[config.mk]
export PLATFORM = sky130hd
export DESIGN_NAME = fhsb_divider
export DESIGN_NICKNAME = d
export VERILOG_FILES = /design/src/rtl/fhsb_pkg.sv /design/src/rtl/fhsb_divider.sv
export SDC_FILE = /design/constraint.sdc
export NUM_CORES = 1
export LEC_CHECK = 0
export BUFFER_PORTS_ARGS = -buffer_cell sky130_fd_sc_hd__buf_4
export CAP_MARGIN = 10
export CELL_PAD_IN_SITES_DETAIL_PLACEMENT = 0
export CELL_PAD_IN_SITES_GLOBAL_PLACEMENT = 1
export CORE_UTILIZATION = 42
export CTS_CLUSTER_DIAMETER = 40
export DETAILED_ROUTE_END_ITERATION = 16
export PLACE_DENSITY_LB_ADDON = 0.12
export SYNTH_ARGS = -nofsm -noshare
export SYNTH_HDL_FRONTEND = slang
export SYNTH_SLANG_ARGS = --single-unit
[constraint.sdc]
create_clock -name clock -period 3.1 [get_ports clock]
set_clock_uncertainty 0.1 [all_clocks]
set_input_delay 0.62 -clock clock [delete_from_list [all_inputs] [get_ports clock]]
set_output_delay 0.62 -clock clock [all_outputs]
set_load 0.02 [all_outputs]
[src/rtl/fhsb_pkg.sv]
`default_nettype none
// ----------------------------------------------------------------------------
// fhsb_pkg
// Shared types and constants of the floppy head stepper and bit stream unit.
// ----------------------------------------------------------------------------
package fhsb_pkg;

   localparam int MAX_TRACKS     = 64;
   localparam int BYTES_PER_TRK  = 8192;
   localparam int MAP_ENTRIES    = 160;
   localparam int CPB_SHIFT      = 2;     // cpu_cycles divided by four gives elapsed bits
   localparam int MAX_SYNC_BITS  = 64;

   localparam int TRK_W     = $clog2(MAX_TRACKS);
   localparam int BYTE_W    = $clog2(BYTES_PER_TRK);
   localparam int MEM_AW    = TRK_W + BYTE_W;
   localparam int MEM_DEPTH = MAX_TRACKS * BYTES_PER_TRK;
   localparam int MAP_AW    = 8;
   localparam int LEN_W     = 16;
   localparam int DIV_W     = 31;   // pointer plus elapsed bits always fits
   localparam int CNT_W     = $clog2(MAX_SYNC_BITS);
   localparam int DCNT_W    = $clog2(DIV_W);

   localparam logic [7:0] MAP_NONE   = 8'hFF;
   localparam logic [7:0] HEAD_MAX   = 8'(MAP_ENTRIES - 1);
   localparam logic [7:0] HEAD_UPLIM = 8'(MAP_ENTRIES - 2);

   typedef enum logic [2:0] {
      ACT_PHASE   = 3'd0,
      ACT_ADVANCE = 3'd1,
      ACT_READ    = 3'd2,
      ACT_WRITE   = 3'd3,
      ACT_MAP     = 3'd4,
      ACT_BYTE    = 3'd5,
      ACT_LENGTH  = 3'd6,
      ACT_HEAD    = 3'd7
   } action_type;

   typedef enum logic [0:0] {
      REG_WRITE_PROTECT = 1'b0,
      REG_DISK_LOADED   = 1'b1
   } reg_index_type;

   typedef enum logic [3:0] {
      ST_IDLE,
      ST_EXEC,
      ST_LK_MAP,
      ST_LK_LEN,
      ST_LK_CHK,
      ST_DIV,
      ST_RD_ADDR,
      ST_RD_BIT,
      ST_WR_ADDR,
      ST_WR_MOD,
      ST_RESP
   } state_type;

   typedef struct packed {
      logic [2:0]  action;
      logic [1:0]  phase;
      logic        phase_on;
      logic [31:0] cpu_cycles;
      logic [7:0]  data_byte;
      logic [7:0]  map_index;
      logic [5:0]  track_select;
      logic [12:0] byte_address;
      logic [15:0] bit_length;
      logic [7:0]  target_quarter_track;
   } req_type;

   typedef struct packed {
      logic [7:0] read_value;
      logic [7:0] current_quarter_track;
      logic       track_ready;
   } rsp_type;

   // Commands from the sequencer to the storage.
   typedef struct packed {
      logic              map_we;
      logic [MAP_AW-1:0] map_waddr;
      logic [7:0]        map_wdata;
      logic [MAP_AW-1:0] map_raddr;
      logic              len_we;
      logic [TRK_W-1:0]  len_waddr;
      logic [LEN_W-1:0]  len_wdata;
      logic [TRK_W-1:0]  len_raddr;
      logic              mem_we;
      logic [MEM_AW-1:0] mem_waddr;
      logic [7:0]        mem_wdata;
      logic [MEM_AW-1:0] mem_raddr;
   } st_cmd_type;

endpackage
`default_nettype wire

[src/rtl/fhsb_divider.sv]
`default_nettype none
// ----------------------------------------------------------------------------
// fhsb_divider
// Restoring remainder unit, one dividend bit per cycle.
// ----------------------------------------------------------------------------
module fhsb_divider (
   input  wire logic                      clock,
   input  wire logic                      reset,
   input  wire logic                      start,
   input  wire logic [fhsb_pkg::DIV_W-1:0] dividend,
   input  wire logic [fhsb_pkg::LEN_W-1:0] divisor,
   output logic                           done,
   output logic [fhsb_pkg::LEN_W-1:0]     remainder
);
   import fhsb_pkg::*;

   logic              busy_ff, busy_in;
   logic              done_ff, done_in;
   logic [DCNT_W-1:0] cnt_ff, cnt_in;
   logic [DIV_W-1:0]  dvd_ff, dvd_in;
   logic [LEN_W-1:0]  rem_ff, rem_in;
   logic [LEN_W:0]    shifted;

   always_comb begin
      busy_in = busy_ff;
      done_in = 1'b0;
      cnt_in  = cnt_ff;
      dvd_in  = dvd_ff;
      rem_in  = rem_ff;
      shifted = {rem_ff, dvd_ff[DIV_W-1]};
      if (start) begin
         busy_in = 1'b1;
         cnt_in  = DCNT_W'(DIV_W - 1);
         dvd_in  = dividend;
         rem_in  = '0;
      end else if (busy_ff) begin
         if (shifted >= {1'b0, divisor}) begin
            rem_in = LEN_W'(shifted - {1'b0, divisor});
         end else begin
            rem_in = shifted[LEN_W-1:0];
         end
         dvd_in = {dvd_ff[DIV_W-2:0], 1'b0};
         cnt_in = cnt_ff - 1'b1;
         if (cnt_ff == '0) begin
            busy_in = 1'b0;
            done_in = 1'b1;
         end
      end
   end

   always_ff @(posedge clock) begin
      if (reset) begin
         busy_ff <= 1'b0;
         done_ff <= 1'b0;
      end else begin
         busy_ff <= busy_in;
         done_ff <= done_in;
      end
      cnt_ff <= cnt_in;
      dvd_ff <= dvd_in;
      rem_ff <= rem_in;
   end

   assign done      = done_ff;
   assign remainder = rem_ff;

endmodule
`default_nettype wire

# Word level (Yosys, flattened, before mapping)
# Cells that the tools add are included.
[totals]
input_bits = 50
output_inout_bits = 17
register_bits = 54
[op_classes]
n_addsub = 2
n_bitwise = 1
reduce_logical = 3
n_mux = 7
magnitude_cmp = 1
[op_table]
columns = ["op", "n"]
rows = [
  ["$mux 31", 2],
  ["$ge 17x16->1", 1],
  ["$mux 16", 1],
  ["$sub 16x16->16", 1],
  ["$logic_not 5->1", 1],
  ["$sub 5x1->5 const B", 1],
  ["$mux 1", 4],
  ["$reduce_or 3->1", 1],
  ["$reduce_bool 2->1", 1],
  ["$not 1->1", 1],
]

# Longest topological paths before layout
# Gate-level depths: netlist of the first run.
[logic_depth]
depth_word = 4
ltp_mapped = 11
depth_no_buf = 11

# Least setup slack after synthesis of the first run
# No wires, ideal clock.
[synth_timing]
kind = "input to register"
from = "input divisor[1] (netlist bit)"
to = "register rem_ff[0] (netlist: remainder[0])"
slack_ns = 0.265
required_time_ns = 2.914
path_stages = 10
arrival_time_ns = 2.649
path_cell_list = "inv_1 -> ha_1 -> nor2b_1 -> o31a_1 -> o31a_1 -> or2_4 -> a21oi_4 -> buf_6 -> mux2_2 -> a211oi_1"
[synth_between]
elab_chain_len = 2
[synth_lines]
columns = ["item", "line_no", "rtl"]
rows = [
  ["start: declaration", "fhsb_divider.sv:11", "input wire logic [fhsb_pkg::LEN_W-1:0] divisor,"],
  ["$ge 17x16->1", "fhsb_divider.sv:37", "if (shifted >= {1'b0, divisor}) begin"],
  ["$mux 16", "fhsb_divider.sv:37", ""],
  ["end signal: assignment", "fhsb_divider.sv:61", "rem_ff <= rem_in;"],
  ["end: declaration", "fhsb_divider.sv:21", "logic [LEN_W-1:0] rem_ff, rem_in;"],
]
# Every way passes these cells.
# A chain may end at the register's enable or synchronous reset.

# Worst setup path in the final report of the first run
[layout_timing]
from = "register dvd_ff[30]"
to = "register rem_ff[14] (netlist: remainder[14])"
[layout_between]
elab_chain_len = 2
[layout_lines]
columns = ["item", "line_no", "rtl"]
rows = [
  ["start: declaration", "fhsb_divider.sv:20", "logic [DIV_W-1:0] dvd_ff, dvd_in;"],
  ["start signal: assignment", "fhsb_divider.sv:60", "dvd_ff <= dvd_in;"],
  ["$sub 16x16->16 or $ge 17x16->1 (tied branches)", "fhsb_divider.sv:38, fhsb_divider.sv:37", ""],
  ["$mux 16 *", "fhsb_divider.sv:37", ""],
]
# Mark *: on every way between the ends. The rest lies on a longest branch, timed or not.

==> results by group, run 1 <==
Critical path
  – Setup crit end kind: flip-flop
  – Critical Path AT: between 2 and 3 ns
  – Worst Setup Start Kind: flip-flop
  – WS Path Type: flip-flop to flip-flop
  – CP max FO: 3
  – CP Data Required Time: 3.20 ns

Floorplanning
  – Core area: 0.00694 mm^2
  – Die Area: slightly below 0.008 mm^2
  – FP Rows: 30
  – DIE WIDTH: 87.7 um
  – IO Pins: 67
  – Starting density of the core: 0.444
  – Die height: about 88 um

Clock network
  – CTS tree: done
  – Root buffer cell: clkbuf_8
  – Clk Latency, worst-skew pair: slightly above 0.3 ns
  – Num CTS Buffers: 5
  – Hold buffer count at CTS: 0
  – Clock transition at the registers of the reported paths: 0.10 ns
  – Cts repair resizes: 0
  – Number of clock sinks: 54
  – CTS HTree Levels: 2
  – Clock Tree Buf Depth: 2
  – Post-CTS setup buffer count: 0

Synth
  – Mean Syn Cell Area: 10.6 um^2
  – Syn Inst Count: between 200 and 300
  – Sequential share of the synthesized area: 0.451
  – Ys flop type: edfxtp_1
  – Yosys reg bits: 54
  – Synth Warn #: 0
  – Area leader, netlist: edfxtp_1
  – Commonest cells post-synth: edfxtp_1 (31), mux2_2 (31), dfxtp_1 (23)
  – Synth cell types: 47
  – Area contributors post-synth: edfxtp_1 (30%), dfxtp_1 (15%), mux2_2 (11%), ha_1 (6.9%), mux2i_1 (2.9%)
  – Cell Area, Synth: 0.00309 mm^2
  – Synthesized Nets: 359
  – Synth top area share: 0.302
  – EDFF count, synth: 31
  – Async set-reset flop share out of synthesis: 0

Final layout
  – Layout overhead on the synthesized area: 23.0%
  – Antenna Diode Count: 0
  – Nets: 428
  – Filler cell count in the final layout: 657
  – Post-layout util: 0.546
  – Layout cell share with drive strength beyond 1: 0.332

Flow run
  – Max cap viols: 0

Timing
  – Slew at the pin with the worst max-slew slack: 0.759 ns
  – Slew HR: 0.493
  – RSZ-0062 raised after global routing: false
  – Setup_tns: 0 ns
  – F_max: 372 MHz
  – Post-route minimum period: 2.69 ns
  – Count of final hold-check violations: 0
  – Final setup violation count: 0
  – Hold_ws: 0.368 ns
  – Fin crit share: 0.868
  – Slew Viols, Final: 0

Global routing
  – First-pass GRT wire length: 10.6 mm
  – Largest net degree at the start of global routing: 53
  – Total congestion overflow: 0
  – Overall Global Routing Usage: 0.178
  – Vias in the first global route: 2174
  – Initial antenna violation count: 0

Detailed routing
  – Post-route ant nets: 0
  – 1st-pass router iterations: 4
  – Total number of vias: 2325
  – WL/cell: 13.8 um
  – Drt total wl: approximately 6.3 mm
  – Drt initial violations: 100
  – # DRC: 0
  – Vias per inst: 5.09

Power
  – Worst VDD drop: 0.204 mV
  – Leak: 1.65 nW
  – PwrDens: 449 mW/mm^2

Place
  – Number of port buffers: 66
  – Post-DP HPWL: 4.62 mm
  – GP Congestion: about 0.78

Status
  – Status: finished clean

Hold path
  – Worst min path class: input port to flip-flop
area by class of cell:
class | instances | area [um^2] | share of cell area
well taps | 96 | 120 | 0.0317
flip-flops and latches | 54 | 1390 | 0.367
clock buffers | 6 | 82.6 | 0.0218
multi-input cells | 205 | 1560 | 0.410
repair buffers | 74 | 556 | 0.146
inverters | 20 | 75.1 | 0.0198
clock inverters | 2 | 12.5 | 0.00330
metrics by stage:
step           total power, mW  cell area, um^2  cells  setup WS, ns
2_1_floorplan             1.16             3090    291         0.265
3_3_place_gp              1.30             3700    449         0.155
3_5_place_dp              1.31             3700    449        0.0968
4_1_cts                   1.72             3790    457         0.408
5_1_grt                   1.80             3790    457         0.216
6_report                  1.70             3790    457         0.410
layer usage:
metal,vias up,part of all wire,GRT usage
li1,1190,-,-
met5,-,0,0
met3,5,0.030,0.0302
met4,0,0.010,0.0447
met1,1089,0.49,0.248
met2,41,0.47,0.286
registers in the layout, summed over array words and instances, names as in the netlist:
name / flops
busy_ff: 1
cnt_ff: 5
done: 1
dvd_ff: 31
remainder: 16
cells by family (layout without fill, tap and decap cells):
logic type / after synthesis / after routing / share of synthesized area
flip-flops: 54 / 54 / 0.451
AO/OA/AOI/OAI: 65 / 65 / 0.141
multiplexers: 40 / 40 / 0.142
adder cells (fa/ha/maj): 18 / 18 / 0.0754
AND/OR/NAND/NOR: 69 / 69 / 0.109
buffers and inverters: 32 / 102 / 0.0442
XOR/XNOR: 13 / 13 / 0.0369
worst max-delay path, stage by stage, from the launching register on:
cell,delay [ns]
edfxtp_1,0.39
inv_1,0.08
ha_1,0.17
inv_1,0.06
fa_1,0.41
a211oi_1,0.37
o21ai_0,0.15
a31oi_1,0.20
buf_4,0.15
o21ai_0,0.09
a21oi_1,0.18
xor2_1,0.15
o21ai_0,0.08
placed cells by master, fill, tap and decap left out, drive strengths merged, types with 16 or more instances in the layout:
| cell | count |
|---|---|
| inv | 20 |
| buf | 74 |
| edfxtp | 31 |
| nand2 | 16 |
| o21ai | 17 |
| a21oi | 16 |
| dfxtp | 23 |
| nor2 | 21 |
| ha | 17 |
| mux2 | 31 |
where the power goes:
group | switching [mW] | internal [mW]
clock | 0.235 | 0.181
combinational | 0.206 | 0.214
sequential | 0.0373 | 0.830
total | 0.478 | 1.23
worst paths after layout:
check	start	to	slack, ns	cells after the start
min reg2reg	cnt_ff[3]$_SDFFE_PP1P_	cnt_ff[3]$_SDFFE_PP1P_	0.41	2
max	dvd_ff[30]$_DFFE_PP_	remainder[14]$_SDFFE_PP0P_	0.41	12
min	reset	busy_ff$_SDFF_PP0_	0.37	2
max reg2reg	dvd_ff[30]$_DFFE_PP_	remainder[14]$_SDFFE_PP0P_	0.41	12
Note: power is estimated with default switching activity, not from simulation.
==> run 2, diff against run 1 <==
--- a/config.mk
+++ b/config.mk
@@ -12,7 +12,7 @@
 export CORE_UTILIZATION = 42
 export CTS_CLUSTER_DIAMETER = 40
 export DETAILED_ROUTE_END_ITERATION = 16
-export PLACE_DENSITY_LB_ADDON = 0.12
+export PLACE_DENSITY_LB_ADDON = 0.1
 export SYNTH_ARGS = -nofsm -noshare
 export SYNTH_HDL_FRONTEND = slang
 export SYNTH_SLANG_ARGS = --single-unit
==> run 2 against run 1 <==
  * Hold slack improved by 0.0020 ns
  * Sequential share of layout area about the same
  * Largest power group unchanged
  * Power decreased by 1.3%
  * Critical endpoint is now remainder[3]$_SDFFE_PP0P_
  * Design area about the same
  * Sequential power decreased by 0.5%
  * Register-to-register slack improved by 0.06 ns
  * Final cell count increased by 0.22%
  * Utilization about the same
  * First-iteration DRC count decreased by 11%
  * Clock power decreased by 5.0%
  * Sequential cell count unchanged
  * Non-clock buffer count increased by 1
==> results by group, run 2 (synthesized netlist as in run 1, its figures left out) <==
Status
  – Status: finished clean

Final layout
  – Most common cell after layout, fill and taps aside: buf_4
  – Layout cell share with drive strength beyond 1: 0.334 (+0.00184)
  – Reg with most FFs: dvd_ff
  – Most frequent cells in the layout: buf_4 (75), mux2_2 (31), edfxtp_1 (31)
  – Largest register FFs: 31 (unchanged)
  – Final std cells w/o fill: 458 (+0.22%)
  – Layout overhead on the synthesized area: 23.0% (about the same)
  – Nets: 429 (+0.23%)
  – Antenna Diode Count: 0 (unchanged)
  – Post-layout util: 0.546 (about the same)
  – Post-route cell area: 0.00379 mm^2 (about the same)

Global routing
  – Overall Global Routing Usage: 0.163 (-0.0145)
  – Total congestion overflow: 0 (unchanged)
  – Largest net degree at the start of global routing: 53 (unchanged)
  – Initial antenna violation count: 0 (unchanged)
  – Vias in the first global route: 2070 (-4.8%)
  – First-pass GRT wire length: 9.82 mm (-7.7%)

Critical path
  – CP Data Required Time: 3.18 ns (-0.02 ns)
  – Setup crit end kind: flip-flop
  – R2R depth: 9 (-3)
  – Worst R2R Setup Slack: 0.47 ns (+0.06 ns)
  – R2R Path End: remainder[3]$_SDFFE_PP0P_
  – R2r startpoint: remainder[0]$_SDFFE_PP0P_
  – WS Path Type: input port to flip-flop
  – Critical Path AT: 2.74 ns (-0.05 ns)
  – Worst Setup Start Kind: input port
  – CP max FO: 9 (+6)

Clock network
  – Num CTS Buffers: 5 (unchanged)
  – Clock transition at the registers of the reported paths: 0.10 ns (about the same)
  – Root buffer cell: clkbuf_8
  – CTS tree: done
  – Hold buffer count at CTS: 0 (unchanged)
  – Cts repair resizes: 0 (unchanged)
  – CTS HTree Levels: 2 (unchanged)
  – Clk Latency, worst-skew pair: 0.31 ns (about the same)
  – Number of clock sinks: 54 (unchanged)
  – Clock Tree Buf Depth: 2 (unchanged)
  – Post-CTS setup buffer count: 0 (unchanged)

Flow run
  – Max cap viols: 0 (unchanged)

Floorplanning
  – Core area: 0.00694 mm^2 (unchanged)
  – DIE WIDTH: 87.7 um (unchanged)
  – Die height: 87.7 um (unchanged)
  – Die Area: 0.00769 mm^2 (unchanged)
  – IO Pins: 67 (unchanged)
  – FP Rows: 30 (unchanged)
  – Starting density of the core: 0.444 (unchanged)

Timing
  – Slew Viols, Final: 0 (unchanged)
  – Count of final hold-check violations: 0 (unchanged)
  – Slew at the pin with the worst max-slew slack: 0.602 ns (-0.157 ns)
  – F_max: 376 MHz (+1.1%)
  – Slew HR: 0.598 (+0.105)
  – Final setup violation count: 0 (unchanged)
  – Setup_tns: 0 ns (unchanged)
  – RSZ-0062 raised after global routing: false
  – Post-route minimum period: 2.66 ns (-0.0290 ns)
  – Fin crit share: 0.858 (-0.00936)

Hold path
  – Hold Path Sink: done$_SDFF_PP0_
  – Worst min path class: input port to flip-flop
  – Hold Path Depth: 2 (unchanged)
  – HP Start: reset

Power
  – Worst VDD drop: 0.211 mV (+3.4%)
  – Pwr Total: 1.68 mW (-1.3%)
  – Leak: 1.65 nW (-0.16%)
  – PwrDens: 443 mW/mm^2 (-1.3%)

Detailed routing
  – Drt initial violations: 89 (-11%)
  – Total number of vias: 2325 (unchanged)
  – Drt total wl: 6.19 mm (-2.3%)
  – # DRC: 0 (unchanged)
  – Vias per inst: 5.08 (-0.22%)
  – Post-route ant nets: 0 (unchanged)
  – 1st-pass router iterations: 4 (unchanged)
  – WL/cell: 13.5 um (-2.5%)

Place
  – Post-DP HPWL: 4.49 mm (-3.0%)
  – Area after DPL: 0.00371 mm^2 (+0.20%)
  – Cell count after placement: 450 (+0.22%)
  – Number of port buffers: 66 (unchanged)
  – GP Congestion: 0.778 (about the same)
## run 2: layer usage
metal / vias to the layer above / part of all wire / track usage
met5: - / 0 / 0
met4: 0 / 0.012 / 0.0447
met3: 8 / 0.032 / 0.0254
met2: 50 / 0.47 / 0.264
met1: 1072 / 0.49 / 0.227
li1: 1195 / - / -
## run 2: report_power, final
group	switching, mW	leakage [nW]	internal, mW
Sequential	0.0341	0.501	0.830
Clock	0.235	0.0413	0.159
Combinational	0.206	1.11	0.216
## run 2: area by class of cell
| class | instances | area (um^2) |
|---|---|---|
| Tap cell | 96 | 120 |
| Sequential cell | 54 | 1390 |
| Inverter | 20 | 75.1 |
| Timing Repair Buffer | 75 | 563 |
| Clock buffer | 6 | 72.6 |
| Fill cell | 656 | 3150 |
| Multi-Input combinational cell | 205 | 1560 |
| Clock inverter | 2 | 13.8 |
## run 2: how the worst max path moves through the flow
| stage | startpoint | to | slack, ns |
|---|---|---|---|
| 6_report | divisor[1] | remainder[3]$_SDFFE_PP0P_ | 0.44 |
| 5_1_grt | dvd_ff[30]$_DFFE_PP_ | remainder[14]$_SDFFE_PP0P_ | 0.23 |
| 4_1_cts | divisor[1] | remainder[3]$_SDFFE_PP0P_ | 0.44 |
| 3_5_place_dp | divisor[1] | remainder[3]$_SDFFE_PP0P_ | 0.1 |
| 3_3_place_gp | divisor[1] | remainder[5]$_SDFFE_PP0P_ | 0.15 |
| 2_1_floorplan | divisor[1] | remainder[0]$_SDFFE_PP0P_ | 0.27 |
## run 2: through the flow
stage	hold slack [ns]	setup WS [ns]
after global routing	0.359	0.226
after detailed placement	0.400	0.0995
after global placement	0.386	0.154
after CTS	0.361	0.435
after floorplan	0.361	0.265
final	0.370	0.439
## run 2: worst max-delay path: stages
cell,delay (ns)
buf_4,0.11
inv_1,0.10
ha_1,0.25
nor2b_1,0.14
o31a_1,0.26
o31a_1,0.27
or2_4,0.25
a21oi_4,0.20
buf_4,0.24
mux2i_1,0.21
a211oi_1,0.09
==> run 3, diff against run 2 <==
--- a/config.mk
+++ b/config.mk
@@ -9,7 +9,7 @@
 export CAP_MARGIN = 10
 export CELL_PAD_IN_SITES_DETAIL_PLACEMENT = 0
 export CELL_PAD_IN_SITES_GLOBAL_PLACEMENT = 1
-export CORE_UTILIZATION = 42
+export CORE_UTILIZATION = 45
 export CTS_CLUSTER_DIAMETER = 40
 export DETAILED_ROUTE_END_ITERATION = 16
 export PLACE_DENSITY_LB_ADDON = 0.1
==> constraint.sdc (replaced) <==
create_clock -name clock -period 3.3 [get_ports clock]
set_clock_uncertainty 0.1 [all_clocks]
set_input_delay 0.66 -clock clock [delete_from_list [all_inputs] [get_ports clock]]
set_output_delay 0.66 -clock clock [all_outputs]
set_load 0.02 [all_outputs]
==> run 3 against run 2 <==
  * Via count decreased by 1.2%
  * Final cell count down 5.0%
  * Die area shrank 6.5%
  * Global-route usage grew 0.44 points
  * First-iteration DRC count increased by 15%
  * Sequential share of layout area increased by 0.28 points
  * Hold slack gained 0.029 ns
  * The flow now finishes with violations (design-rule violations)
  * Non-clock buffer count down 4
  * Combinational power decreased by 7.1%
  * Design area shrank 0.76%
  * Critical path depth is the same
==> results by group, run 3 (synthesized netlist as in run 1, its figures left out) <==
Floorplanning
  – FP Rows: 29 (-3.3%)
  – DIE WIDTH: 84.8 um (-3.3%)
  – Die Area: 0.00719 mm^2 (-6.5%)
  – Die height: 84.8 um (-3.3%)
  – Starting density of the core: 0.475 (+0.0307)
  – IO Pins: 67 (unchanged)
  – Core area: 0.00649 mm^2 (-6.5%)

Critical path
  – WS Path Type: input port to flip-flop
  – Setup crit end kind: flip-flop
  – CP Data Required Time: 3.37 ns (+0.19 ns)
  – Worst Setup Start Kind: input port
  – CP max FO: 6 (-3)
  – Critical Path AT: 2.78 ns (+0.04 ns)

Detailed routing
  – # DRC: 2 (+2)
  – Highest routed layer: met4
  – WL/cell: 13.8 um (+1.9%)
  – Total number of vias: 2297 (-1.2%)
  – Met2 WL: 2.66 mm (-7.6%)
  – Drt total wl: 5.99 mm (-3.2%)
  – 1st-pass router iterations: 12 (+8)
  – Drt initial violations: 102 (+15%)
  – Met3 wire len: 264 um (+32%)
  – Vias per inst: 5.28 (+4.0%)
  – Met1 Routed Length: 3.01 mm (-0.66%)
  – Post-route ant nets: 0 (unchanged)

Power
  – Worst VDD drop: 0.245 mV (+16%)
  – PwrDens: 437 mW/mm^2 (-1.3%)
  – Leak: 1.65 nW (-0.29%)

Clock network
  – Hold buffer count at CTS: 0 (unchanged)
  – Clock Tree Buf Depth: 2 (unchanged)
  – CTS tree: done
  – Num CTS Buffers: 5 (unchanged)
  – Root buffer cell: clkbuf_8
  – Clk Latency, worst-skew pair: 0.30 ns (about the same)
  – Post-CTS setup buffer count: 0 (unchanged)
  – CTS HTree Levels: 2 (unchanged)
  – Number of clock sinks: 54 (unchanged)
  – Clock transition at the registers of the reported paths: 0.10 ns (about the same)
  – Cts repair resizes: 0 (unchanged)

Timing
  – Slew at the pin with the worst max-slew slack: 0.645 ns (+0.0427 ns)
  – F_max: 369 MHz
  – Slew HR: 0.568 (-0.0301)
  – Count of final hold-check violations: 0 (unchanged)
  – Final setup violation count: 0 (unchanged)
  – Setup_tns: 0 ns (unchanged)
  – Fin crit share: 0.821
  – RSZ-0062 raised after global routing: false
  – Post-route minimum period: 2.71 ns
  – Slew Viols, Final: 0 (unchanged)

Place
  – Area after DPL: 0.00365 mm^2 (-1.5%)
  – GP Congestion: 0.778 (about the same)
  – Post-DP HPWL: 4.23 mm (-5.8%)
  – Number of port buffers: 66 (unchanged)

Final layout
  – Antenna Diode Count: 0 (unchanged)
  – Largest register FFs: 31 (unchanged)
  – Reg with most FFs: dvd_ff
  – Most common cell after layout, fill and taps aside: buf_4
  – Nets: 425 (-0.93%)
  – Layout overhead on the synthesized area: 22.0%
  – Most frequent cells in the layout: buf_4 (71), mux2_2 (31), edfxtp_1 (31)
  – Filler cell count in the final layout: 579 (-12%)
  – Post-route cell area: 0.00376 mm^2 (-0.76%)
  – Layout cell share with drive strength beyond 1: 0.327 (-0.00744)

Global routing
  – Largest net degree at the start of global routing: 53 (unchanged)
  – Overall Global Routing Usage: 0.167 (+0.00438)
  – Total congestion overflow: 0 (unchanged)
  – First-pass GRT wire length: 9.58 mm (-2.4%)
  – Initial antenna violation count: 0 (unchanged)
  – Vias in the first global route: 2094 (+1.2%)

Flow run
  – Max cap viols: 0 (unchanged)

Status
  – Status: complete, but fails checks
  – Failing checks: design-rule violations

Hold path
  – Worst min path class: flip-flop to flip-flop
==> run 3: worst max-delay path, cell delays in order <==
cell and delay, ns:
buf_4 0.11, inv_1 0.09, ha_1 0.25, nor2b_1 0.15, o31a_1 0.27, o31a_1 0.28
or2_4 0.26, a21oi_4 0.19, buf_4 0.21, mux2i_1 0.22, a211oi_1 0.09
==> run 3: through the flow <==
stage | worst slack [ns] | util | instances | hold WS, ns | total power, mW
6_report | 0.592 | 0.580 | 435 | 0.399 | 1.65
5_1_grt | 0.414 | 0.580 | 435 | 0.409 | 1.73
4_1_cts | 0.593 | 0.580 | 435 | 0.406 | 1.66
3_5_place_dp | 0.278 | 0.563 | 427 | 0.376 | 1.22
3_3_place_gp | 0.269 | 0.563 | 427 | 0.377 | 1.21
2_1_floorplan | 0.425 | - | 291 | 0.361 | 1.09
==> run 3: cell type report <==
type                       instances  area, um^2  share of cell area
multi-input combinational        205        1560               0.414
sequential                        54        1390               0.370
timing repair buffer              71         533               0.142
tap                               77        96.3              0.0256
inverter                          20        75.1              0.0199
clock buffer                       6        72.6              0.0193
clock inverter                     2        38.8              0.0103
==> run 3: routing by layer <==
layer | global-route usage | vias to the layer above
li1 | - | 1185
met1 | 0.243 | 1051
met2 | 0.260 | 56
met3 | 0.0324 | 5
met4 | 0.0370 | 0
met5 | 0 | -
==> run 3: worst paths after layout <==
kind	from	end	slack, ns	cells after the start
setup / recovery	divisor[1]	remainder[4]$_SDFFE_PP0P_	0.59	11
hold / removal	cnt_ff[3]$_SDFFE_PP1P_	cnt_ff[3]$_SDFFE_PP1P_	0.40	2
setup reg to reg	dvd_ff[30]$_DFFE_PP_	remainder[14]$_SDFFE_PP0P_	0.64	11
hold reg to reg	cnt_ff[3]$_SDFFE_PP1P_	cnt_ff[3]$_SDFFE_PP1P_	0.40	2
==> run 3: report_power, final <==
part / switching, mW / internal [mW]
Sequential: 0.0291 / 0.780
Combinational: 0.195 / 0.197
Clock: 0.218 / 0.228
